`config.mk`:
```
export PLATFORM = sky130hd
export DESIGN_NAME = rppo_div
export DESIGN_NICKNAME = d
export VERILOG_FILES = /design/src/rtl/rppo_pkg.sv /design/src/rtl/rppo_div.sv
export SDC_FILE = /design/constraint.sdc
export NUM_CORES = 2
export LEC_CHECK = 0
export BUFFER_PORTS_ARGS = -buffer_cell sky130_fd_sc_hd__buf_2
export CORE_ASPECT_RATIO = 0.9
export CORE_MARGIN = 2
export CORE_UTILIZATION = 58
export DETAILED_ROUTE_END_ITERATION = 8
export GPL_ROUTABILITY_DRIVEN = 0
export HOLD_SLACK_MARGIN = 0.02
export PLACE_DENSITY = 0.76
export SETUP_SLACK_MARGIN = 0.02
export SYNTH_ARGS = -nofsm -noshare
export SYNTH_HDL_FRONTEND = slang
export SYNTH_SLANG_ARGS = --single-unit
```
`constraint.sdc`:
```
create_clock -name clk_i -period 7.9 [get_ports clk_i]
set_input_delay 0.395 -clock clk_i [delete_from_list [all_inputs] [get_ports clk_i]]
set_output_delay 0.395 -clock clk_i [all_outputs]
set_load 0.05 [all_outputs]
```
`src/rtl/rppo_pkg.sv`:
```
// Types, constants and the divider step function of the pixel point operation core.
package rppo_pkg;

  localparam int unsigned CHAN_W     = 8;
  localparam int unsigned NUM_CHAN   = 3;
  localparam int unsigned PIX_W      = CHAN_W * NUM_CHAN;
  localparam int unsigned FACTOR_W   = 16;
  localparam int unsigned DVSR_W     = 16;
  localparam int unsigned ADD_W      = 9;
  localparam int unsigned MODE_W     = 3;
  localparam int unsigned CFG_IDX_W  = 4;
  localparam int unsigned CFG_DATA_W = 24;
  localparam int unsigned PROD_W     = CHAN_W + FACTOR_W;
  localparam int unsigned DIV_BITS   = 2;
  localparam int unsigned DIV_STAGES = PROD_W / DIV_BITS;

  localparam logic [CHAN_W-1:0] CHAN_MAX   = 8'hFF;
  localparam logic [DVSR_W-1:0] DVSR_ONE   = 16'd1;
  localparam logic [DVSR_W-1:0] BLEND_DVSR = 16'd255;

  typedef enum logic [MODE_W-1:0] {
    MODE_REPLACE  = 3'd0,
    MODE_SCALE    = 3'd1,
    MODE_ADD      = 3'd2,
    MODE_BLEND    = 3'd3,
    MODE_CONTRAST = 3'd4,
    MODE_INVERT   = 3'd5
  } rppo_mode_e;

  typedef enum logic [CFG_IDX_W-1:0] {
    CFG_OP_MODE       = 4'd0,
    CFG_USE_EXCEPT    = 4'd1,
    CFG_EXCEPT_COLOR  = 4'd2,
    CFG_KEY_COLOR     = 4'd3,
    CFG_REPLACE_COLOR = 4'd4,
    CFG_FACTOR        = 4'd5,
    CFG_DIVISOR       = 4'd6,
    CFG_ADD_AMOUNT    = 4'd7
  } rppo_cfg_e;

  typedef logic [NUM_CHAN-1:0][CHAN_W-1:0] rppo_pix_t;
  typedef logic [NUM_CHAN-1:0][PROD_W-1:0] rppo_prod_t;

  typedef struct packed {
    logic [MODE_W-1:0]       op_mode;
    logic                    use_except;
    logic [PIX_W-1:0]        except_color;
    logic [PIX_W-1:0]        key_color;
    logic [PIX_W-1:0]        replace_color;
    logic [FACTOR_W-1:0]     factor;
    logic [DVSR_W-1:0]       divisor;
    logic signed [ADD_W-1:0] add_amount;
  } rppo_cfg_t;

  localparam rppo_cfg_t CFG_RESET = '{
    op_mode:       MODE_REPLACE,
    use_except:    1'b0,
    except_color:  '0,
    key_color:     '0,
    replace_color: '0,
    factor:        16'd255,
    divisor:       16'd1,
    add_amount:    '0
  };

  // Side data that rides along with each pixel through the pipeline.
  typedef struct packed {
    logic                use_div;
    logic                add_base;
    logic [NUM_CHAN-1:0] neg;
    rppo_pix_t           pix;
  } rppo_side_t;

  // Working word of one restoring divider lane: partial remainder, and the
  // dividend bits still to shift out with quotient bits filling in below.
  typedef struct packed {
    logic [DVSR_W-1:0] rem;
    logic [PROD_W-1:0] acc;
  } rppo_div_t;

  function automatic rppo_div_t rppo_div_step(rppo_div_t cur, logic [DVSR_W-1:0] dvsr);
    rppo_div_t   nxt;
    logic [DVSR_W:0] trial;
    logic [DVSR_W:0] diff;
    trial   = {cur.rem, cur.acc[PROD_W-1]};
    diff    = trial - {1'b0, dvsr};
    // The remainder stays below the divisor, so the top bit of the
    // difference is set exactly when the trial is below the divisor.
    nxt.acc = {cur.acc[PROD_W-2:0], ~diff[DVSR_W]};
    nxt.rem = diff[DVSR_W] ? trial[DVSR_W-1:0] : diff[DVSR_W-1:0];
    return nxt;
  endfunction

endpackage

```
`src/rtl/rppo_div.sv`:
```
// Pipelined restoring divider, two quotient bits per stage, three channel lanes.
module rppo_div
  import rppo_pkg::*;
(
  input  logic              clk_i,
  input  logic              rst_ni,
  input  logic [DVSR_W-1:0] dvsr_i,
  input  logic              in_valid_i,
  output logic              in_ready_o,
  input  rppo_side_t        in_side_i,
  input  rppo_prod_t        in_prod_i,
  output logic              out_valid_o,
  input  logic              out_ready_i,
  output rppo_side_t        out_side_o,
  output rppo_prod_t        out_quot_o
);

  logic       vld_q  [DIV_STAGES];
  rppo_side_t side_q [DIV_STAGES];
  rppo_div_t  work_q [DIV_STAGES][NUM_CHAN];
  logic       rdy    [DIV_STAGES+1];

  assign rdy[DIV_STAGES] = out_ready_i;

  for (genvar s = 0; s < DIV_STAGES; s++) begin : g_stage
    logic       src_vld;
    rppo_side_t src_side;
    rppo_div_t  src  [NUM_CHAN];
    rppo_div_t  nxt  [NUM_CHAN];

    if (s == 0) begin : g_first
      assign src_vld  = in_valid_i;
      assign src_side = in_side_i;
      for (genvar ch = 0; ch < NUM_CHAN; ch++) begin : g_lane
        assign src[ch] = '{rem: '0, acc: in_prod_i[ch]};
      end
    end else begin : g_rest
      assign src_vld  = vld_q[s-1];
      assign src_side = side_q[s-1];
      for (genvar ch = 0; ch < NUM_CHAN; ch++) begin : g_lane
        assign src[ch] = work_q[s-1][ch];
      end
    end

    always_comb begin
      for (int ch = 0; ch < NUM_CHAN; ch++) begin
        nxt[ch] = src[ch];
        for (int b = 0; b < DIV_BITS; b++) begin
          nxt[ch] = rppo_div_step(nxt[ch], dvsr_i);
        end
      end
    end

    assign rdy[s] = !vld_q[s] || rdy[s+1];

    always_ff @(posedge clk_i or negedge rst_ni) begin
      if (!rst_ni) begin
        vld_q[s] <= 1'b0;
      end else if (rdy[s]) begin
        vld_q[s] <= src_vld;
      end
    end

    always_ff @(posedge clk_i) begin
      if (rdy[s] && src_vld) begin
        side_q[s] <= src_side;
        for (int ch = 0; ch < NUM_CHAN; ch++) begin
          work_q[s][ch] <= nxt[ch];
        end
      end
    end
  end

  assign in_ready_o  = rdy[0];
  assign out_valid_o = vld_q[DIV_STAGES-1];
  assign out_side_o  = side_q[DIV_STAGES-1];

  always_comb begin
    for (int ch = 0; ch < NUM_CHAN; ch++) begin
      out_quot_o[ch] = work_q[DIV_STAGES-1][ch].acc;
    end
  end

endmodule

```
### Word level (Yosys, flattened, before mapping)

Memories as Yosys holds them, arrays and structs flattened.
Cells that the tools add are included.

* $add $sub $neg: 72
* mux-type cells: 96
* bitwise gates (word level): 72
* reduce and logical (&&, ||, !) cells: 36

Operators with widths (count)
* $sub 17x16->17: 69
* $mux 16: 72
* $not 1->1: 72
* $sub 1x16->17: 3
* $mux 1: 24
* $logic_and 1x1->1: 12
* $logic_not 1->1: 12
* $logic_or 1x1->1: 12

* register bits after elaboration: 12
* RAM bits: 1788
* input bits: 121
* output and inout bits: 103
* word-level logic and storage cells: 290
* memories: 2

Memory list
* work_q: words 12, bits a word 120, rd ports 12, clocked after memory_dff 0, wr ports 12, RTL line rppo_div.sv:20 `rppo_div_t work_q [DIV_STAGES][NUM_CHAN];`
* side_q: words 12, bits a word 29, rd ports 12, clocked after memory_dff 0, wr ports 12, RTL line rppo_div.sv:19 `rppo_side_t side_q [DIV_STAGES];`

### Longest topological paths before layout

* word-level depth: 16
* gate-level depth with buffers: 28

### Worst setup path before layout

No wires, ideal clock.

* path kind: input -> register
* start: input dvsr_i[1]
* end: memory work_q[0][198] in the netlist's numbering, data pin
* data arrival time: 8.250 ns
* required time: 7.638 ns
* setup slack: -0.612 ns
* cell stages on the path: 23
* buffers on the path: 2
* cells stage by stage: inv_1 -> fa_1 -> a21oi_1 -> o211ai_1 -> o41ai_2 -> nor3_1 -> nor3_1 -> xnor2_1 -> clkbuf_1 -> nand2_1 -> o21ai_0 -> fa_1 -> nor2b_1 -> o31a_1 -> o211ai_1 -> nand2_1 -> a41o_1 -> o41a_1 -> a221o_1 -> a31o_1 -> xor2_2 -> buf_6 -> mux2_1

RTL lines
* from (decl): RTL line rppo_div.sv:7 `input logic [DVSR_W-1:0] dvsr_i,`
* to (decl): RTL line rppo_div.sv:20

==> metrics.md <==
| Metric | Value |
|---|---|
| Status | completed |
| Post-synthesis compound-gate area fraction | 15.6% |
| Post-Syn Area | 113,000 sq um |
| Area leader, netlist | edfxtp_1 |
| Number of synthesized flops with an enable pin | 1,740 |
| CTS sink count | 1,752 |
| Required time of the worst setup path | 8.47 ns |
| Maximum root-to-sink buffer count | 3 |
| Slew @ Worst Pin | 1.24 ns |
| Port-buffer cells | 223 |
| HPWL after DPL | 205,000 microns |
| Vias/cell | 6.26 |
| Synth area leaders | edfxtp_1 46%, ha_1 12%, xnor2_1 4.2% |
| Post-route clock period utilization | 89.8% |
| Most instantiated library cell after synthesis | edfxtp_1 |
| Synthesized flop and latch total | 1,752 |
| H-tree level count | 4 |
| Clk root buf | clkbuf_16 |
| Tightest Hold Check Type | input pin to register |
| Die H | 423 microns |
| Most common cell type on the critical path | a21oi_1 |
| Met2 WL | 137,000 microns |
| Residual DRC count | 0 |
| HP Start | in_prod_i[47] |
| CP startpoint kind | register |
| DR WL met3 | 21,800 microns |
| Mux cell area share after synthesis | 3.57% |
| Largest net degree at the start of global routing | 121 |
| Global-route wire length before repair | 454,000 microns |
| Io pins | 224 |
| Area growth syn-to-layout | 11.5% |
| Placed inst area | 119,000 sq um |
| Slowest-stage cell, CP | xor2_2 |
| Hold-critical path depth | 5 |
| CP arrival | 7.67 ns |
| WS Path Type | register to register |
| Area share of the largest cell type after synthesis | 46.3% |
| Finished Cell Area | 126,000 sq um |
| Biggest cell delay along the critical path | 0.79 ns |
| Drt wl/cell | 21.3 microns |
| Core area | 193,000 sq um |
| Area of the die | 198,000 sq um |
| Total CTS buffers | 181 |
| Worst-Skew Late Latency | 0.89 ns |
| Initial Util | 58.4% |
| CTS resizes | 0 |
| Initial DRC Count | 7,658 |
| Synth cell count leaders | 1,740 x edfxtp_1, 1,211 x nand2_1, 1,107 x ha_1 |
| Tmin final | 7.09 ns |
| TNS Setup | 0 ns |
| CTS tree | yes |
| CP Cell Sequence | inv_1, ha_1, inv_1, fa_1, a21o_1, a21oi_1, o21ai_0, o41ai_1, o31ai_1, xor2_2, o21ai_0, fa_1, nand2b_1, a21oi_1, o21ai_1, a211oi_1, o31ai_1, a21oi_1, o41ai_2, xnor2_2, inv_2, nand2_1, o221ai_1 |
| Router iterations before antenna repair | 8 |
| Clk_skew | 0.0854 ns |
| M1 wire length | 118,000 microns |
| Total wire length | 292,000 microns |
| Antenna violations before repair | 5 |
| Reg clk slew, reported paths | 0.07 ns |
| Crit path max fanout | 24 |
| Vias | 85.8k |
| Xor-xnor portion of the synthesized cell area | 6.47% |
| Final-report setup violation count | 0 |
| Post-synth top flop | edfxtp_1 |
| Nets@finish | 12.3k |
| Total global routing overflow | 0 |
| Synth Area in Simple Gates | 12.4% |
| Final Hold Viols | 0 |
| Row count | 153 |
| Fraction of registers with async set/reset | 0.685% |
| GRT Total Usage | 28.9% |
| Worst reg2reg setup slack | 0.81 ns |
| Post-synthesis sequential area ratio | 46.5% |
| Mean post-synth cell area | 10.8 sq um |
| Post-Syn Instances | 10.4k |
| Worst slew margin | 15.3% |
| Ys Warns | 0 |
| CP Launch Point | work_q[1][103] |
| Die Span X | 469 microns |
| RSZ-0062 raised after global routing | false |
| Top sig layer | met5 |
| Achievable Freq | 0.141 GHz |
| Worst-case reg-to-reg path depth | 23 |
| Origin of the critical flop-to-flop path | work_q[1][103] |
| Fin. max-slew vios | 0 |
| Max_cap viols | 0 |
| Post-route antenna net violation count | 0 |
| Post-synthesis cell type count | 101 |
| Final Core Density | 65.2% |
| Vias in the first global route | 84.7k |
| Crit end category | register |
| # fillers | 14.2k |
| Main combinational cell family by area after synthesis | compound AO/OA/AOI/OAI gates |
| Synth Area in Adders | 13.5% |
| Layout cells sized above 1 | 10.3% |
## flip-flops by register name (all words and copies together), names as in the netlist
| name | cells |
|---|---|
| g_stage.src_vld | 11 |
| out_valid_o | 1 |
| side_q | 348 |
| work_q | 1392 |
## routing by layer
metal,up-vias,track usage [%]
met4,8,13.2
met3,805,4.74
li1,40300,-
met1,41200,37.0
met5,-,0
met2,3535,47.9
## cell type report
type                       count  area, sq um  share of cell area, %
multi-input combinational   8112        58400                   46.4
sequential                  1752        52600                   41.7
clock buffer                 205         4630                   3.67
timing repair buffer         532         3980                   3.16
tap                         2557         3200                   2.54
clock inverter               132         1650                   1.31
inverter                     410         1580                   1.25
antenna                        2         5.00                0.00397
## cells by family after synthesis
logic type / after synthesis
buffers and inverters: 571
muxes: 363
and+or+nand+nor: 3047
DFF: 1752
other: 1
adders and majority gates: 1176
AOI/OAI and AO/OA: 2682
xor gates and xnor gates: 823
## worst paths after layout
check / endpoint
setup / recovery: work_q[1][239]
hold / removal: work_q[0][65]
setup reg to reg: work_q[1][239]
hold reg to reg: work_q[2][129]
max in group asynchronous: g_stage[5].src_vld
min in group asynchronous: g_stage[7].src_vld
## through the flow
| step | hold WS [ns] | cells | worst slack (ns) |
|---|---|---|---|
| after floorplan | 0.0994 | 10400 | 0.0355 |
| after global placement | 0.280 | 13300 | 0.605 |
| after detailed placement | 0.299 | 13300 | 0.372 |
| after CTS | 0.0257 | 13700 | 0.944 |
| after global routing | 0.100 | 13700 | 0.204 |
| final | 0.0963 | 13700 | 0.809 |
## repair_timing
action                    CTS  global route
hold buffers              104             0
hold endpoints to repair  117             0
buffers inserted            0             0
## placed cells by master, fill, tap and decap left out, types with 265 or more instances in the layout
master    instances
a21o_1          265
a21oi_1         687
edfxtp_1       1740
ha_1           1107
inv_1           388
nand2_1        1211
nor2_1          661
o21ai_0         577
xnor2_1         529
xor2_1          270
## critical path: cells and delay by family, from the launching register on
family / cells / cell delay [ns]
fa+ha+maj: 3 / 1.05
flops: 1 / 0.45
compound gates: 13 / 3.16
simple gates: 2 / 0.31
xor+xnor: 2 / 1.47
buf+inv: 3 / 0.42
Power is left out: the tool's default activity adds up to more than one toggle a clock period on the data nets, which glitch-free logic cannot reach.
