===== src/rtl/rppo_pkg.sv =====
// Types, constants and the divider step function of the pixel point operation core.
package rppo_pkg;

  localparam int unsigned CHAN_W     = 8;
  localparam int unsigned NUM_CHAN   = 3;
  localparam int unsigned PIX_W      = CHAN_W * NUM_CHAN;
  localparam int unsigned FACTOR_W   = 16;
  localparam int unsigned DVSR_W     = 16;
  localparam int unsigned ADD_W      = 9;
  localparam int unsigned MODE_W     = 3;
  localparam int unsigned CFG_IDX_W  = 4;
  localparam int unsigned CFG_DATA_W = 24;
  localparam int unsigned PROD_W     = CHAN_W + FACTOR_W;
  localparam int unsigned DIV_BITS   = 2;
  localparam int unsigned DIV_STAGES = PROD_W / DIV_BITS;

  localparam logic [CHAN_W-1:0] CHAN_MAX   = 8'hFF;
  localparam logic [DVSR_W-1:0] DVSR_ONE   = 16'd1;
  localparam logic [DVSR_W-1:0] BLEND_DVSR = 16'd255;

  typedef enum logic [MODE_W-1:0] {
    MODE_REPLACE  = 3'd0,
    MODE_SCALE    = 3'd1,
    MODE_ADD      = 3'd2,
    MODE_BLEND    = 3'd3,
    MODE_CONTRAST = 3'd4,
    MODE_INVERT   = 3'd5
  } rppo_mode_e;

  typedef enum logic [CFG_IDX_W-1:0] {
    CFG_OP_MODE       = 4'd0,
    CFG_USE_EXCEPT    = 4'd1,
    CFG_EXCEPT_COLOR  = 4'd2,
    CFG_KEY_COLOR     = 4'd3,
    CFG_REPLACE_COLOR = 4'd4,
    CFG_FACTOR        = 4'd5,
    CFG_DIVISOR       = 4'd6,
    CFG_ADD_AMOUNT    = 4'd7
  } rppo_cfg_e;

  typedef logic [NUM_CHAN-1:0][CHAN_W-1:0] rppo_pix_t;
  typedef logic [NUM_CHAN-1:0][PROD_W-1:0] rppo_prod_t;

  typedef struct packed {
    logic [MODE_W-1:0]       op_mode;
    logic                    use_except;
    logic [PIX_W-1:0]        except_color;
    logic [PIX_W-1:0]        key_color;
    logic [PIX_W-1:0]        replace_color;
    logic [FACTOR_W-1:0]     factor;
    logic [DVSR_W-1:0]       divisor;
    logic signed [ADD_W-1:0] add_amount;
  } rppo_cfg_t;

  localparam rppo_cfg_t CFG_RESET = '{
    op_mode:       MODE_REPLACE,
    use_except:    1'b0,
    except_color:  '0,
    key_color:     '0,
    replace_color: '0,
    factor:        16'd255,
    divisor:       16'd1,
    add_amount:    '0
  };

  // Side data that rides along with each pixel through the pipeline.
  typedef struct packed {
    logic                use_div;
    logic                add_base;
    logic [NUM_CHAN-1:0] neg;
    rppo_pix_t           pix;
  } rppo_side_t;

  // Working word of one restoring divider lane: partial remainder, and the
  // dividend bits still to shift out with quotient bits filling in below.
  typedef struct packed {
    logic [DVSR_W-1:0] rem;
    logic [PROD_W-1:0] acc;
  } rppo_div_t;

  function automatic rppo_div_t rppo_div_step(rppo_div_t cur, logic [DVSR_W-1:0] dvsr);
    rppo_div_t   nxt;
    logic [DVSR_W:0] trial;
    logic [DVSR_W:0] diff;
    trial   = {cur.rem, cur.acc[PROD_W-1]};
    diff    = trial - {1'b0, dvsr};
    // The remainder stays below the divisor, so the top bit of the
    // difference is set exactly when the trial is below the divisor.
    nxt.acc = {cur.acc[PROD_W-2:0], ~diff[DVSR_W]};
    nxt.rem = diff[DVSR_W] ? trial[DVSR_W-1:0] : diff[DVSR_W-1:0];
    return nxt;
  endfunction

endpackage


===== src/rtl/rppo_prep.sv =====
// First pipeline stage: mode decode, direct results and multiplier operands.
module rppo_prep
  import rppo_pkg::*;
(
  input  logic       clk_i,
  input  logic       rst_ni,
  input  rppo_cfg_t  cfg_i,
  input  logic       in_valid_i,
  output logic       in_ready_o,
  input  rppo_pix_t  pixel_i,
  output logic       out_valid_o,
  input  logic       out_ready_i,
  output rppo_side_t out_side_o,
  output rppo_pix_t  out_opnd_o
);

  logic       valid_q;
  logic       ready;
  rppo_side_t side_d, side_q;
  rppo_pix_t  opnd_d, opnd_q;

  logic        except_hit;
  logic        key_hit;
  rppo_pix_t   chan_k;
  rppo_pix_t   mag;
  rppo_pix_t   sum_add;
  logic [NUM_CHAN-1:0] k_lt;

  always_comb begin
    except_hit = cfg_i.use_except && (pixel_i == cfg_i.except_color);
    key_hit    = (pixel_i == cfg_i.key_color);
    chan_k     = cfg_i.key_color;
    for (int ch = 0; ch < NUM_CHAN; ch++) begin
      k_lt[ch]    = chan_k[ch] < pixel_i[ch];
      mag[ch]     = k_lt[ch] ? (pixel_i[ch] - chan_k[ch]) : (chan_k[ch] - pixel_i[ch]);
      // Only the low byte of the sum is kept, so the offset's low byte suffices.
      sum_add[ch] = pixel_i[ch] + cfg_i.add_amount[CHAN_W-1:0];
    end
  end

  always_comb begin
    side_d.use_div  = 1'b0;
    side_d.add_base = 1'b1;
    side_d.neg      = '0;
    side_d.pix      = pixel_i;
    opnd_d          = '0;
    case (cfg_i.op_mode)
      MODE_REPLACE: begin
        side_d.pix = key_hit ? cfg_i.replace_color : pixel_i;
      end
      MODE_SCALE: begin
        side_d.use_div  = 1'b1;
        side_d.add_base = 1'b0;
        opnd_d          = pixel_i;
      end
      MODE_ADD: begin
        side_d.pix = sum_add;
      end
      MODE_BLEND: begin
        side_d.use_div = 1'b1;
        side_d.neg     = k_lt;
        opnd_d         = mag;
      end
      MODE_CONTRAST: begin
        side_d.use_div = 1'b1;
        for (int ch = 0; ch < NUM_CHAN; ch++) begin
          opnd_d[ch] = CHAN_MAX - mag[ch];
        end
      end
      MODE_INVERT: begin
        side_d.pix = ~pixel_i;
      end
      default: begin
        side_d.pix = pixel_i;
      end
    endcase
    if (except_hit) begin
      side_d.use_div = 1'b0;
      side_d.pix     = pixel_i;
    end
  end

  assign ready      = !valid_q || out_ready_i;
  assign in_ready_o = ready;

  always_ff @(posedge clk_i or negedge rst_ni) begin
    if (!rst_ni) begin
      valid_q <= 1'b0;
    end else if (ready) begin
      valid_q <= in_valid_i;
    end
  end

  always_ff @(posedge clk_i) begin
    if (ready && in_valid_i) begin
      side_q <= side_d;
      opnd_q <= opnd_d;
    end
  end

  assign out_valid_o = valid_q;
  assign out_side_o  = side_q;
  assign out_opnd_o  = opnd_q;

endmodule


===== config.mk =====
export PLATFORM = sky130hd
export DESIGN_NAME = rppo_prep
export DESIGN_NICKNAME = d
export VERILOG_FILES = /design/src/rtl/rppo_pkg.sv /design/src/rtl/rppo_prep.sv
export SDC_FILE = /design/constraint.sdc
export NUM_CORES = 1
export LEC_CHECK = 0
export ABC_AREA = 1
export BUFFER_PORTS_ARGS = -buffer_cell sky130_fd_sc_hd__buf_2
export CAP_MARGIN = 40
export CORE_ASPECT_RATIO = 1.1
export CORE_MARGIN = 2
export CORE_UTILIZATION = 50
export CTS_CLUSTER_SIZE = 25
export DETAILED_ROUTE_END_ITERATION = 10
export MAX_ROUTING_LAYER = met4
export PLACE_DENSITY = 0.83
export SYNTH_ARGS = -nofsm -noshare
export SYNTH_HDL_FRONTEND = slang
export SYNTH_SLANG_ARGS = --single-unit
export TNS_END_PERCENT = 50

===== constraint.sdc =====
create_clock -name clk_i -period 8.7 [get_ports clk_i]
set_input_delay 0.87 -clock clk_i [delete_from_list [all_inputs] [get_ports clk_i]]
set_output_delay 0.87 -clock clk_i [all_outputs]
set_load 0.05 [all_outputs]

Word-level counts from Yosys, hierarchy flattened:

Cells that the tools add are included.

* muxes and demuxes: 9
* equal/unequal tests: 7
* $lt $le $gt $ge: 3
* bitwise operators: 1
* add/sub/neg operators: 12
* reductions and logical operators: 6

Operators with widths (number)
* $pmux W24 S3: 2
* $eq A24 B24 Y1: 2
* $mux W24: 2
* $sub A8 B8 Y8: 6
* $add A8 B8 Y8: 3
* $lt A8 B8 Y1: 3
* $mux W8: 3
* $not A24 Y24: 1
* $sub A8 B8 Y8 const A: 3
* $eq A3 B2 Y1 const B: 2
* $eq A3 B3 Y1 const B: 2
* $eq A3 B1 Y1 const B: 1
* $logic_not A3 Y1: 1
* $reduce_or A3 Y1: 1
* $logic_and A1 B1 Y1: 2
* $mux W1: 2
* $logic_not A1 Y1: 1
* $logic_or A1 B1 Y1: 1

* logic and storage cells: 48
* output and inout bits: 55
* bits of input ports: 145
* register bits after elaboration: 54

Logic depth before layout (Yosys ltp):

* depth after elaboration: 4
* depth in mapped cells: 15
* gate-level depth less buffers: 14

Least setup slack after synthesis:

Ideal clock, no wire load.

* path kind: input to register
* from: input in_valid_i
* to: register opnd_q (netlist bit out_opnd_o[0]), enable pin
* buffers on the path: 0
* required time: 8.219 ns
* stages: 2
* setup slack: 4.726 ns
* setup time: 0.481 ns
* arrival time: 3.493 ns
* cells stage by stage: inv_1 > a21oi_1

* longest elaborated chain between the ends: 1

RTL lines
* start: declaration: line rppo_prep.sv:8 `input logic in_valid_i,`
* $logic_and A1 B1 Y1: line rppo_prep.sv:95 `if (ready && in_valid_i) begin`
* end signal: assignment: line rppo_prep.sv:97 `opnd_q <= opnd_d;`
* end: declaration: line rppo_prep.sv:20 `rppo_pix_t opnd_d, opnd_q;`

No other way between the ends.
A chain may end at the register's enable or synchronous reset.

==> impl_metrics.toml <==
[clock_network]
cts_resized = 0
clk_latency_ns = 0.31
clockRootBuffer = "clkbuf_16"
cts_tree = "yes"
clock_path_buffers = 2
h-tree-depth = 2
postCtsSetupBuffers = 0
cts_hold_buffers = 0
numCtsBuffers = 5
clkSinkCount = 54
path_clk_slew_ns = 0.06

[grt]
grt_pass1_wl_um = 33800
grt_overflow_total = 0
grt_pass1_vias = 6922
grt_max_degree = 54
antenna_found_initial = 0
track_usage = 0.299

[power_and_ir_drop]
p_per_area_nw_per_um2 = 124
p_total_w = 0.00102
p_leak_nw = 4.70
ir_worst_vdd_mv = 0.0792

[synthesis]
synth_seq_cells = 54
yosys_warnings = 0
synth_seq_area_share = 0.231
async_reset_ff_frac = 0.0185
syn-mean-instance-area_sq_um = 6.27
synthTopCellsByArea = "nand2_1, edfxtp_1, ha_1"
synth-main-ff-cell = "edfxtp_1"
synth_fp_nets = 1336
synth.cell_area_sq_um = 6990
synth.top_cell.area_share = 0.252
yosys.cell_types.count = 39
synth_edf_count = 53
yosys.area.top_type = "nand2_1"
netlist_instances = 1116

[cells_and_area]
multi_input_area_sq_um = 4650
area_growth_syn_to_layout_pct = 17.3
layout-drive-gt1-share = 0.165
final-seq-area_sq_um = 1620
nNetsFinal = 1496
nFillCells = 1397
diodes = 0
design_area_sq_um = 8200

[critical_path]
crit_path_top_delay_cell = "fa_1"
cpPeakStageDelay_ns = 0.46
setup.worst_path.end_class = "flop"
crit_path_start_kind = "input port"
crit_top_cell = "nand2_1"
cp.required_ns = 8.73
critPathKind = "in2reg"
cp.depth = 11
crit_family = "buffers and inverters"
ff2ff_path_depth = 2
arrival_ns = 2.81
crit_chain = "buf_2 > inv_1 > fa_1 > nand2_1 > nand2_1 > a21oi_2 > inv_2 > nand2_1 > nand2_1 > nand2_1 > o211ai_1"
path_max_fanout = 10
crit_buf_inv = 3

[sta]
relSlewSlack = 0.423
whs_ns = 0.331
fin_setup_tns_ns = 0
period_minus_slack_ns = 2.78
final-hold-violation-count = 0
setup_viol = 0
rsz0062_at_grt = "no"
fin_crit_sh = 0.320
worst_pin_slew_ns = 0.862
fmax_mhz = 359
final_max_slew_viol_count = 0
finalClockSkew_ns = 0.0150

[route]
post_drt_wl_per_cell_um = 14.9
drc = 0
vias = 7775
drtPass1Iterations = 5
finalWirelength_um = 21800
ant_nets = 0
vias_per_cell = 5.31
drtIter0Drc = 680

[run]
drv_cap = 0

[placed_design]
dpl-instance-area_sq_um = 8030
dp_hpwl_um = 17600
io_buffers = 166
finalWeightedCongestion = 0.961

[floorplanning]
io-pin-count = 200
rows = 45
core_sq_um = 13700
fp.dieW_um = 117
initial_core_util = 0.509
die-height_um = 128
fp.dieArea_sq_um = 14900

[status]
run_status = "completed"

[hold_path]
min_path_type = "in2async"
registers in the layout, indices dropped and copies added, names as in the netlist:
register and cells:
out_opnd_o 24, out_side_o 29, out_valid_o 1
final timing paths:
| kind | slack, ns | end | startpoint |
|---|---|---|---|
| setup / recovery | 5.92 | out_opnd_o[4] | pixel_i[1] |
| hold / removal | 0.33 | out_valid_o | rst_ni |
| setup reg to reg | 7.16 | out_opnd_o[2] | out_valid_o |
| hold reg to reg | 0.58 | out_valid_o | out_valid_o |
| max in group asynchronous | 8.29 | out_valid_o | rst_ni |
| min in group clk_i | 0.58 | out_valid_o | out_valid_o |
metrics by stage:
stage          instances   util  setup slack, ns
2_1_floorplan       1116      -             4.73
3_3_place_gp        1455  0.583             5.47
3_5_place_dp        1457  0.585             5.62
4_1_cts             1465  0.597             5.94
5_1_grt             1465  0.597             5.75
6_report            1465  0.597             5.92
layout make-up:
cell class	instances	share of cell area
timing repair buffer	171	0.107
tap	188	0.0287
clock buffer	5	0.0153
multi-input combinational	870	0.567
sequential	54	0.197
clock inverter	3	0.00549
inverter	174	0.0796
cells by family after synthesis:
kind of cell | after synthesis | synth area share
and+or+nand+nor | 671 | 0.401
buffers and inverters | 192 | 0.106
AOI/OAI and AO/OA | 96 | 0.0823
adders and majority gates | 75 | 0.144
DFF | 54 | 0.231
xor gates and xnor gates | 28 | 0.0351
where the power goes:
part	switching (W)	total [W]	internal [W]	leakage (nW)
clock	0.000101	0.000237	0.000136	0.0760
sequential	0.00000503	0.000318	0.000313	0.527
combinational	0.000318	0.000462	0.000145	4.10
cell usage in the layout (no fill, tap or decap), types with 4 or more instances in the layout:
cell       netlist  layout
inv_2            9       9
edfxtp_1        53      53
nand4_1         24      24
inv_1          165     165
o21ai_0         25      25
nor2_2           5       6
xor2_1          21      21
ha_1            66      66
nor3_1           4       4
nand2_2          4       4
a21oi_1         34      33
fa_1             9       9
clkbuf_16        0       5
nor2_1          57      56
xnor2_1          7       7
o211ai_1         8       8
nand3_1         93      93
nand2_1        469     469
a21o_1           8       8
a22oi_1          6       6
buf_2            6     166
layer usage:
metal,global-route usage,vias up,wire length [um]
met5,-,-,0
met4,0.106,0,653
met3,0.0345,54,1770
met2,0.483,335,10100
met1,0.388,3504,9240
li1,-,3882,-
Yosys cell counts, types with 2 or more instances:
cell,n
or2_2,3
nor2_4,2
a21oi_2,3
inv_1,165
nand3_1,93
o22ai_1,3
a32oi_1,3
buf_2,6
a21o_1,8
a21oi_1,34
o21ai_0,25
clkbuf_1,10
a22oi_1,6
ha_1,66
buf_6,2
inv_2,9
nor2_2,5
fa_1,9
o21ai_1,2
nor3_1,4
edfxtp_1,53
o221ai_1,3
nand4_1,24
nor2_1,57
o211ai_1,8
xor2_1,21
xnor2_1,7
nand2_2,4
nand2_1,469
and2_1,3
(Power assumes the default switching activity.)
