### config.mk
export PLATFORM = sky130hd
export DESIGN_NAME = rppo_post
export DESIGN_NICKNAME = d
export VERILOG_FILES = /design/src/rtl/rppo_pkg.sv /design/src/rtl/rppo_post.sv
export SDC_FILE = /design/constraint.sdc
export NUM_CORES = 1
export LEC_CHECK = 0
export BUFFER_PORTS_ARGS = -buffer_cell sky130_fd_sc_hd__buf_2
export CORE_ASPECT_RATIO = 0.8
export CORE_MARGIN = 2
export CORE_UTILIZATION = 40
export DETAILED_ROUTE_END_ITERATION = 16
export PLACE_DENSITY = 0.82
export SYNTH_ARGS = -nofsm -noshare
export SYNTH_HDL_FRONTEND = slang
export SYNTH_SLANG_ARGS = --single-unit
### constraint.sdc
create_clock -name clk_i -period 1.35 [get_ports clk_i]
set_input_delay 0.2025 -clock clk_i [delete_from_list [all_inputs] [get_ports clk_i]]
set_output_delay 0.2025 -clock clk_i [all_outputs]
set_load 0.05 [all_outputs]
### src/rtl/rppo_pkg.sv
// Types, constants and the divider step function of the pixel point operation core.
package rppo_pkg;

  localparam int unsigned CHAN_W     = 8;
  localparam int unsigned NUM_CHAN   = 3;
  localparam int unsigned PIX_W      = CHAN_W * NUM_CHAN;
  localparam int unsigned FACTOR_W   = 16;
  localparam int unsigned DVSR_W     = 16;
  localparam int unsigned ADD_W      = 9;
  localparam int unsigned MODE_W     = 3;
  localparam int unsigned CFG_IDX_W  = 4;
  localparam int unsigned CFG_DATA_W = 24;
  localparam int unsigned PROD_W     = CHAN_W + FACTOR_W;
  localparam int unsigned DIV_BITS   = 2;
  localparam int unsigned DIV_STAGES = PROD_W / DIV_BITS;

  localparam logic [CHAN_W-1:0] CHAN_MAX   = 8'hFF;
  localparam logic [DVSR_W-1:0] DVSR_ONE   = 16'd1;
  localparam logic [DVSR_W-1:0] BLEND_DVSR = 16'd255;

  typedef enum logic [MODE_W-1:0] {
    MODE_REPLACE  = 3'd0,
    MODE_SCALE    = 3'd1,
    MODE_ADD      = 3'd2,
    MODE_BLEND    = 3'd3,
    MODE_CONTRAST = 3'd4,
    MODE_INVERT   = 3'd5
  } rppo_mode_e;

  typedef enum logic [CFG_IDX_W-1:0] {
    CFG_OP_MODE       = 4'd0,
    CFG_USE_EXCEPT    = 4'd1,
    CFG_EXCEPT_COLOR  = 4'd2,
    CFG_KEY_COLOR     = 4'd3,
    CFG_REPLACE_COLOR = 4'd4,
    CFG_FACTOR        = 4'd5,
    CFG_DIVISOR       = 4'd6,
    CFG_ADD_AMOUNT    = 4'd7
  } rppo_cfg_e;

  typedef logic [NUM_CHAN-1:0][CHAN_W-1:0] rppo_pix_t;
  typedef logic [NUM_CHAN-1:0][PROD_W-1:0] rppo_prod_t;

  typedef struct packed {
    logic [MODE_W-1:0]       op_mode;
    logic                    use_except;
    logic [PIX_W-1:0]        except_color;
    logic [PIX_W-1:0]        key_color;
    logic [PIX_W-1:0]        replace_color;
    logic [FACTOR_W-1:0]     factor;
    logic [DVSR_W-1:0]       divisor;
    logic signed [ADD_W-1:0] add_amount;
  } rppo_cfg_t;

  localparam rppo_cfg_t CFG_RESET = '{
    op_mode:       MODE_REPLACE,
    use_except:    1'b0,
    except_color:  '0,
    key_color:     '0,
    replace_color: '0,
    factor:        16'd255,
    divisor:       16'd1,
    add_amount:    '0
  };

  // Side data that rides along with each pixel through the pipeline.
  typedef struct packed {
    logic                use_div;
    logic                add_base;
    logic [NUM_CHAN-1:0] neg;
    rppo_pix_t           pix;
  } rppo_side_t;

  // Working word of one restoring divider lane: partial remainder, and the
  // dividend bits still to shift out with quotient bits filling in below.
  typedef struct packed {
    logic [DVSR_W-1:0] rem;
    logic [PROD_W-1:0] acc;
  } rppo_div_t;

  function automatic rppo_div_t rppo_div_step(rppo_div_t cur, logic [DVSR_W-1:0] dvsr);
    rppo_div_t   nxt;
    logic [DVSR_W:0] trial;
    logic [DVSR_W:0] diff;
    trial   = {cur.rem, cur.acc[PROD_W-1]};
    diff    = trial - {1'b0, dvsr};
    // The remainder stays below the divisor, so the top bit of the
    // difference is set exactly when the trial is below the divisor.
    nxt.acc = {cur.acc[PROD_W-2:0], ~diff[DVSR_W]};
    nxt.rem = diff[DVSR_W] ? trial[DVSR_W-1:0] : diff[DVSR_W-1:0];
    return nxt;
  endfunction

endpackage

### src/rtl/rppo_post.sv
// Last pipeline stage: applies the quotient to each channel and holds the output beat.
module rppo_post
  import rppo_pkg::*;
(
  input  logic       clk_i,
  input  logic       rst_ni,
  input  logic       in_valid_i,
  output logic       in_ready_o,
  input  rppo_side_t in_side_i,
  input  rppo_prod_t in_quot_i,
  output logic       out_valid_o,
  input  logic       out_ready_i,
  output rppo_pix_t  out_pixel_o
);

  logic      valid_q;
  logic      ready;
  rppo_pix_t pix_d, pix_q;
  rppo_pix_t quot8;
  rppo_pix_t adj;

  always_comb begin
    for (int ch = 0; ch < NUM_CHAN; ch++) begin
      quot8[ch] = in_quot_i[ch][CHAN_W-1:0];
      // Blend moves toward the key from above when the key is smaller.
      adj[ch]   = in_side_i.neg[ch] ? CHAN_W'(8'd0 - quot8[ch]) : quot8[ch];
      if (!in_side_i.use_div) begin
        pix_d[ch] = in_side_i.pix[ch];
      end else if (in_side_i.add_base) begin
        pix_d[ch] = in_side_i.pix[ch] + adj[ch];
      end else begin
        pix_d[ch] = quot8[ch];
      end
    end
  end

  assign ready      = !valid_q || out_ready_i;
  assign in_ready_o = ready;

  always_ff @(posedge clk_i or negedge rst_ni) begin
    if (!rst_ni) begin
      valid_q <= 1'b0;
    end else if (ready) begin
      valid_q <= in_valid_i;
    end
  end

  always_ff @(posedge clk_i) begin
    if (ready && in_valid_i) begin
      pix_q <= pix_d;
    end
  end

  assign out_valid_o = valid_q;
  assign out_pixel_o = pix_q;

endmodule

== Yosys cells after proc, flatten, opt, wreduce, memory -nomap -nowiden ==
Cells that the tools add are included.
Storage, ports and cells
  logic and storage cells: 22
  output and inout port bits: 26
  input port bits: 105
  register bits after elaboration: 25
Operators by class
  mux-type cells: 9
  reductions and logical operators: 3
  add/subtract/negate cells: 6
Operator list (count)
  $mux 8: 9
  $add 8x8->8: 3
  $sub 1x8->8 const A: 3
  $logic_and 1x1->1: 1
  $logic_not 1->1: 1
  $logic_or 1x1->1: 1

== Longest topological paths before layout ==
Gate-level depths: netlist of the first run.
  depth after elaboration: 5
  gate-level depth with buffers: 12
  depth with buffers taken out: 12

== Worst setup path before layout of the first run ==
Ideal clock, no wire load.
  path type: input to register
  start: input in_quot_i[24] (netlist bit)
  end: register pix_q, in the netlist out_pixel_o[14] (data pin)
  data required time: 1.089 ns
  arrival time: 2.253 ns
  path slack: -1.164 ns
  setup time: 0.261 ns
  stages: 11
  cells stage by stage: inv_1 ha_1 nand2_1 o21ai_0 fa_1 a21o_1 a21oi_1 o21bai_1 a21oi_1 mux2_1 a221o_1
RTL lines
  start, declared: line rppo_post.sv:10  | input rppo_prod_t in_quot_i,
  end signal, assigned: line rppo_post.sv:50  | pix_q <= pix_d;
  end, declared: line rppo_post.sv:18  | rppo_pix_t pix_d, pix_q;

==> results.toml, run 1 <==
[detailed_routing]
num_vias = 2934
post_drt_via_cell_ratio = 5.403
drt_iter0_markers = 124
drcViolationCount = 0
routed_wl_mm = 9.331
routedWlPerCell_um = 17.18
dr.pass1.iters = 4
antenna_left = 0

[floorplan]
initial_core_util_pct = 41.64
die_x_um = 95.33
ios = 131
die_y_um = 77.06
core_mm2 = 0.006409
die-area_mm2 = 0.007346
rows = 26

[timing]
worst_pin_slew_ns = 0.3987
maxSlewHeadroom_pct = 73.32
period_needed_ns = 2.283
period_share_pct = 169.1
slew_violations = 0
setup_viol = 21
rsz0062_at_grt = "yes"
timing.fmax_mhz = 437.9
hold_viol_final = 0
skew_ns = 0.001263
fin_ws_ns = -0.9334

[critical_path]
worstPathArrival_ns = 2.31
crit_path_start_kind = "input port"
endpoint_kind = "flop"
rr_endpoint = "out_pixel_o[8]"
cp_top_family = "simple AND/OR/NAND/NOR gates"
r2r_slack_ns = 0.15
path_class = "input port to flop"
crit_required_ns = 1.38
reg2regPathDepth = 2
crit_chain = "buf_6 -> or3_4 -> o31ai_4 -> xnor2_2 -> ha_2 -> or3_4 -> o22ai_4 -> xor2_2 -> mux2i_1 -> nand3_1"
critPathSlowestCell = "or3_4"
crit_fanout = 2
cp.buffers_inverters = 1
rr_startpoint = "out_valid_o"
cp_common_cell = "or3_4"
slowest_delay_ns = 0.41

[clock_network]
clkTransAtPathRegs_ns = 0.09
cts_root_buf = "clkbuf_8"
cts_buffers = 3
cts-htree-levels = 1
cts_tree = "built"
cts_sinks = 25
max-clock-path-buffers = 2
insertion_delay_ns = 0.27

[layout]
design_area_mm2 = 0.004883
nFillCells = 399
instances_no_fill = 543
final_util_pct = 76.20
drive_gt1_share_pct = 62.23
area_growth_syn_to_layout_pct = 82.98
final_common_cell = "buf_4"
mostFrequentLayoutCells = "buf_4, buf_2, edfxtp_1"
nNetsFinal = 597

[synthesis]
async_reset_ff_share_pct = 4.000
synth_area_mm2 = 0.002669
yosys_warnings = 0
synthesis.nets = 425
yosysUniqueCellTypes = 47
synth-main-ff-cell = "edfxtp_1"
ys_ff_latch = 25
seq_area_frac_synth_pct = 27.94
syn_area_per_cell_um2 = 9.299
synth-edff-count = 24
synthCells = 287

[run_status]
status = "finished, violations left"
violations = "negative setup slack"

[global_routing]
grt_max_degree = 25
grt_pass1_vias = 2937
grt_antenna_before_repair = 2
overflow = 0
grt_use_total_pct = 23.02
grt_pass1_wl_mm = 13.52

[min_path]
hold_depth = 2
hold_path.class = "input port to flop"
whs_endpoint = "out_valid_o"
min_from = "in_valid_i"

[placement]
io_buffers = 82
dp_hpwl_mm = 6.172
dp_cells = 522
postPlaceCellArea_mm2 = 0.003985
globalplace.congestion = 0.8396

[pwr]
leakage_nw = 2.141
seq_power_share_pct = 25.2
p_int_mw = 2.300
pwr-share-clk_pct = 12.4
pwr-share-comb_pct = 62.4
p_sw_mw = 1.485
power_density_mw_per_mm2 = 775.0
p_sw_share_pct = 39.23
total_power_mw = 3.785
peakVddDrop_v = 0.0003563

[job]
drv_cap = 0
[metrics by stage]
step | setup TNS [ns] | setup slack [ns] | hold WS, ns
floorplan | -10.76 | -1.006 | -0.09309
global placement | -17.30 | -1.236 | -0.02288
detailed placement | -18.43 | -1.307 | -0.01815
CTS | -9.896 | -0.9172 | 0.1489
global route | -11.75 | -1.006 | 0.1467
finish | -10.51 | -0.9334 | 0.1493
[worst register-to-register path, delay by kind of cell, from the launching register on]
kind	cells	cell delay [ns]
DFF	1	0.43
and+or+nand+nor	2	0.44
[cell usage after synthesis (2+ instances only)]
library cell	n	area (µm²)
a211oi_1	3	22.52
xor2_1	5	43.79
a21oi_1	25	125.1
o21ai_1	2	10.01
nand3_1	9	45.04
nand2b_1	8	50.05
edfxtp_1	24	720.7
and2_1	2	12.51
mux2_1	3	33.78
xnor2_1	23	201.4
nor2_1	27	101.4
mux2i_1	18	180.2
nand4_1	4	25.02
nor3_1	3	15.01
a31oi_1	3	18.77
inv_1	12	45.04
a21o_1	6	45.04
clkbuf_1	6	22.52
fa_1	3	60.06
o31ai_4	2	42.54
buf_2	2	10.01
a22oi_1	2	15.01
o21ai_0	11	55.05
o21a_1	2	15.01
or3_1	5	31.28
ha_1	30	375.4
or3_4	2	22.52
nand2_1	18	67.56
nand3b_1	3	22.52
a221o_1	3	30.03
o21bai_1	3	22.52
o31ai_1	3	22.52
[what timing repair did]
item	in CTS	in global routing
setup buffers	8	13
hold endpoints to repair	1	0
endpoints found under the setup margin	21	21
pin swaps	68	54
resized for setup	87	50
hold buffers	1	0
[cell families (layout without fill, tap and decap cells)]
family                     after synthesis  after routing  share of synthesized area (%)
adders and majority gates               33             33                          16.32
xor gates and xnor gates                29             29                          9.798
other                                    0              1                              0
muxes                                   21             21                          8.017
AOI/OAI and AO/OA                       72             72                          18.94
and+or+nand+nor                         86             86                          15.94
buffers and inverters                   21            192                          3.047
DFF                                     25             25                          27.94
[per-layer routing]
| metal | track usage, % | up-vias | wire [µm] | share of wire, % |
|---|---|---|---|---|
| met5 | 0 | - | 11 | 0.12 |
| met4 | 7.246 | 2 | 196 | 2.1 |
| met3 | 2.358 | 20 | 569 | 6.1 |
| li1 | - | 1396 | - | - |
| met1 | 27.74 | 1412 | 3781 | 41 |
| met2 | 42.25 | 104 | 4773 | 51 |
[flip-flops by register name (all words and copies together), names as in the netlist]
signal and flops:
out_valid_o 1, out_pixel_o 24
[cell type report]
type                       count  area [µm²]  area share [%]
timing repair buffer         175        1279           26.19
inverter                      13       108.9           2.229
sequential                    25       747.0           15.30
tap                           84       105.1           2.152
multi-input combinational    241        2596           53.16
clock buffer                   4       45.04          0.9224
antenna                        1       2.502         0.05124
[power groups by stage]
| stage | logic [mW] | clock network, mW | registers (mW) |
|---|---|---|---|
| after floorplan | 0.846 | 0 | 1.19 |
| after detailed placement | 1.71 | 0 | 0.973 |
| final | 2.36 | 0.470 | 0.954 |
| after global placement | 1.64 | 0 | 0.972 |
| after global routing | 2.50 | 0.503 | 0.961 |
| after CTS | 2.03 | 0.466 | 0.955 |
[worst max-delay path by stage]
stage	start	to	slack (ns)	cells after the start
after detailed placement	in_quot_i[25]	out_pixel_o[15]	-1.31	10
after floorplan	in_quot_i[25]	out_pixel_o[15]	-1.01	9
after CTS	in_quot_i[48]	out_pixel_o[23]	-0.92	10
final	in_quot_i[50]	out_pixel_o[23]	-0.93	10
after global placement	in_quot_i[25]	out_pixel_o[15]	-1.24	10
after global routing	in_quot_i[51]	out_pixel_o[23]	-1.01	10
Power figures use the tool's default switching activity.
==> run 2, diff against run 1 <==
--- a/config.mk
+++ b/config.mk
@@ -10,6 +10,7 @@
 export CORE_MARGIN = 2
 export CORE_UTILIZATION = 40
 export DETAILED_ROUTE_END_ITERATION = 16
+export GPL_TIMING_DRIVEN = 0
 export PLACE_DENSITY = 0.82
 export SYNTH_ARGS = -nofsm -noshare
 export SYNTH_HDL_FRONTEND = slang
==> run 2 against run 1 <==
The run still ends with negative setup slack left. Clock power is 2% higher. Clock skew is 0.0075 ns higher. Setup slack better by 0.026 ns. Utilization is 8.4 points lower. Clock-buffer cell count is 1 lower. Final cell count is 9.9% lower. Flip-flop and latch count stayed put. Critical path type unchanged. Largest cell class unchanged. Highest routed layer is now met4.
==> results.toml, run 2 (synthesized netlist as in run 1, its figures left out) <==
[run_status]
status = "finished, violations left"
violations = "negative setup slack"

[detailed_routing]
num_vias = 2741
routed_wl_mm = 8.377
routedWlPerCell_um = 17.13
drt_iter0_markers = 123
drcViolationCount = 0
dr.pass1.iters = 4
antenna_left = 0
post_drt_via_cell_ratio = 5.605

[global_routing]
met3_usage_pct = 1.768
grt_antenna_before_repair = 0
grt_pass1_vias = 2663
overflow = 0
grt_use_total_pct = 20.84
grt_pass1_wl_mm = 12.29
grtUsageMet2_pct = 36.06
grt_max_degree = 25
use_met1_pct = 27.79
grt_busiest_layer = "met2"

[pwr]
power_density_mw_per_mm2 = 801.5
leakage_nw = 1.842
peakVddDrop_v = 0.0003430
total_power_mw = 3.483

[min_path]
hold_path.class = "input port to flop"
min_from = "in_valid_i"

[layout]
largest_reg_flops = 24
nNetsFinal = 544
design_area_mm2 = 0.004345
final_util_pct = 67.81
antennaDiodeCount = 0
nFillCells = 439
final_common_cell = "buf_2"
drive_gt1_share_pct = 54.81
area_growth_syn_to_layout_pct = 62.82
mostFrequentLayoutCells = "buf_2, buf_4, nor2_1, edfxtp_1, mux2i_1"

[timing]
skew_ns = 0.008778
slew_violations = 0
fin_ws_ns = -0.9079
period_share_pct = 167.2
period_needed_ns = 2.258
timing.fmax_mhz = 442.9
maxSlewHeadroom_pct = 69.83
rsz0062_at_grt = "yes"
setup_viol = 21
hold_viol_final = 0
worst_pin_slew_ns = 0.4525

[critical_path]
rr_startpoint = "out_valid_o"
r2r_slack_ns = 0.15
slowest_delay_ns = 0.40
crit_required_ns = 1.39
crit_start = "in_quot_i[26]"
critPathSlowestCell = "or3_4"
path_class = "input port to flop"
crit_chain = "buf_8 -> or3_4 -> o31ai_4 -> xnor2_2 -> ha_2 -> or3_1 -> o21ai_1 -> xor2_1 -> mux2i_1 -> nand3_2"
crit_fanout = 3
crit_path_start_kind = "input port"
cp.buffers_inverters = 1
worstPathArrival_ns = 2.29
cp_top_family = "simple AND/OR/NAND/NOR gates"
endpoint_kind = "flop"

[floorplan]
core_mm2 = 0.006409
rows = 26
ios = 131
die_y_um = 77.06
initial_core_util_pct = 41.64
die_x_um = 95.33
die-area_mm2 = 0.007346

[clock_network]
insertion_delay_ns = 0.28
cts_tree = "built"
clkTransAtPathRegs_ns = 0.11
cts_sinks = 25
cts_root_buf = "clkbuf_8"
max-clock-path-buffers = 2
cts-htree-levels = 1
cts_buffers = 3

[placement]
dp_hpwl_mm = 5.488
postPlaceCellArea_mm2 = 0.003440
globalplace.congestion = 0.8441
io_buffers = 82

[job]
drv_cap = 0
## run 2: cell types whose count changed in the layout (fill, tap and decap cells not counted), moves of 3 or more
cell      previous run  this run
buf_4               76        27
buf_6               20         7
clkbuf_2             0         5
a21oi_2              3         6
## run 2: what timing repair did
| item | CTS | global route |
|---|---|---|
| cloned | 0 | 0 |
| pin swaps | 62 | 57 |
| hold buffers | 1 | 0 |
| setup buffers | 22 | 11 |
| endpoints found under the setup margin | 24 | 23 |
| resized for setup | 66 | 65 |
| endpoints found under the hold margin | 1 | 0 |
## run 2: final cells by class
cell class                 instances  area (µm²)  share of cell area, %
sequential                        25       747.0                  17.19
multi-input combinational        241        2497                  57.47
tap                               84       105.1                  2.419
clock inverter                     1       5.005                 0.1152
inverter                          13       108.9                  2.505
buffer                             8       38.79                 0.8926
clock buffer                       3       41.29                 0.9502
timing repair buffer             114       802.0                  18.46
## run 2: final timing paths
kind | endpoint | cells after the start
worst max-delay path | out_pixel_o[15] | 10
worst min-delay path | out_valid_o | 2
worst max register to register | out_pixel_o[8] | 2
worst min register to register | out_valid_o | 2
max in group asynchronous | out_valid_o | 2
min in group asynchronous | out_valid_o | 2
## run 2: stage by stage
step | hold WS, ns | setup slack, ns | instances | TNS, ns
2_1_floorplan | -0.09309 | -1.006 | 287 | -10.76
3_3_place_gp | -0.02305 | -1.316 | 453 | -17.97
5_1_grt | 0.1582 | -1.029 | 489 | -11.28
6_report | 0.1408 | -0.9079 | 489 | -9.681
3_5_place_dp | -0.01826 | -1.392 | 453 | -18.84
4_1_cts | 0.1481 | -0.9433 | 480 | -9.163
## run 2: layer usage
metal | wire [µm] | vias to the layer above
met5 | 0 | -
met4 | 127 | 0
met3 | 579 | 12
met2 | 4255 | 117
met1 | 3414 | 1320
li1 | - | 1292
## run 2: where the power goes
part / internal, mW / switching [mW]
sequential: 0.939 / 0.0155
clock: 0.207 / 0.273
combinational: 0.942 / 1.11
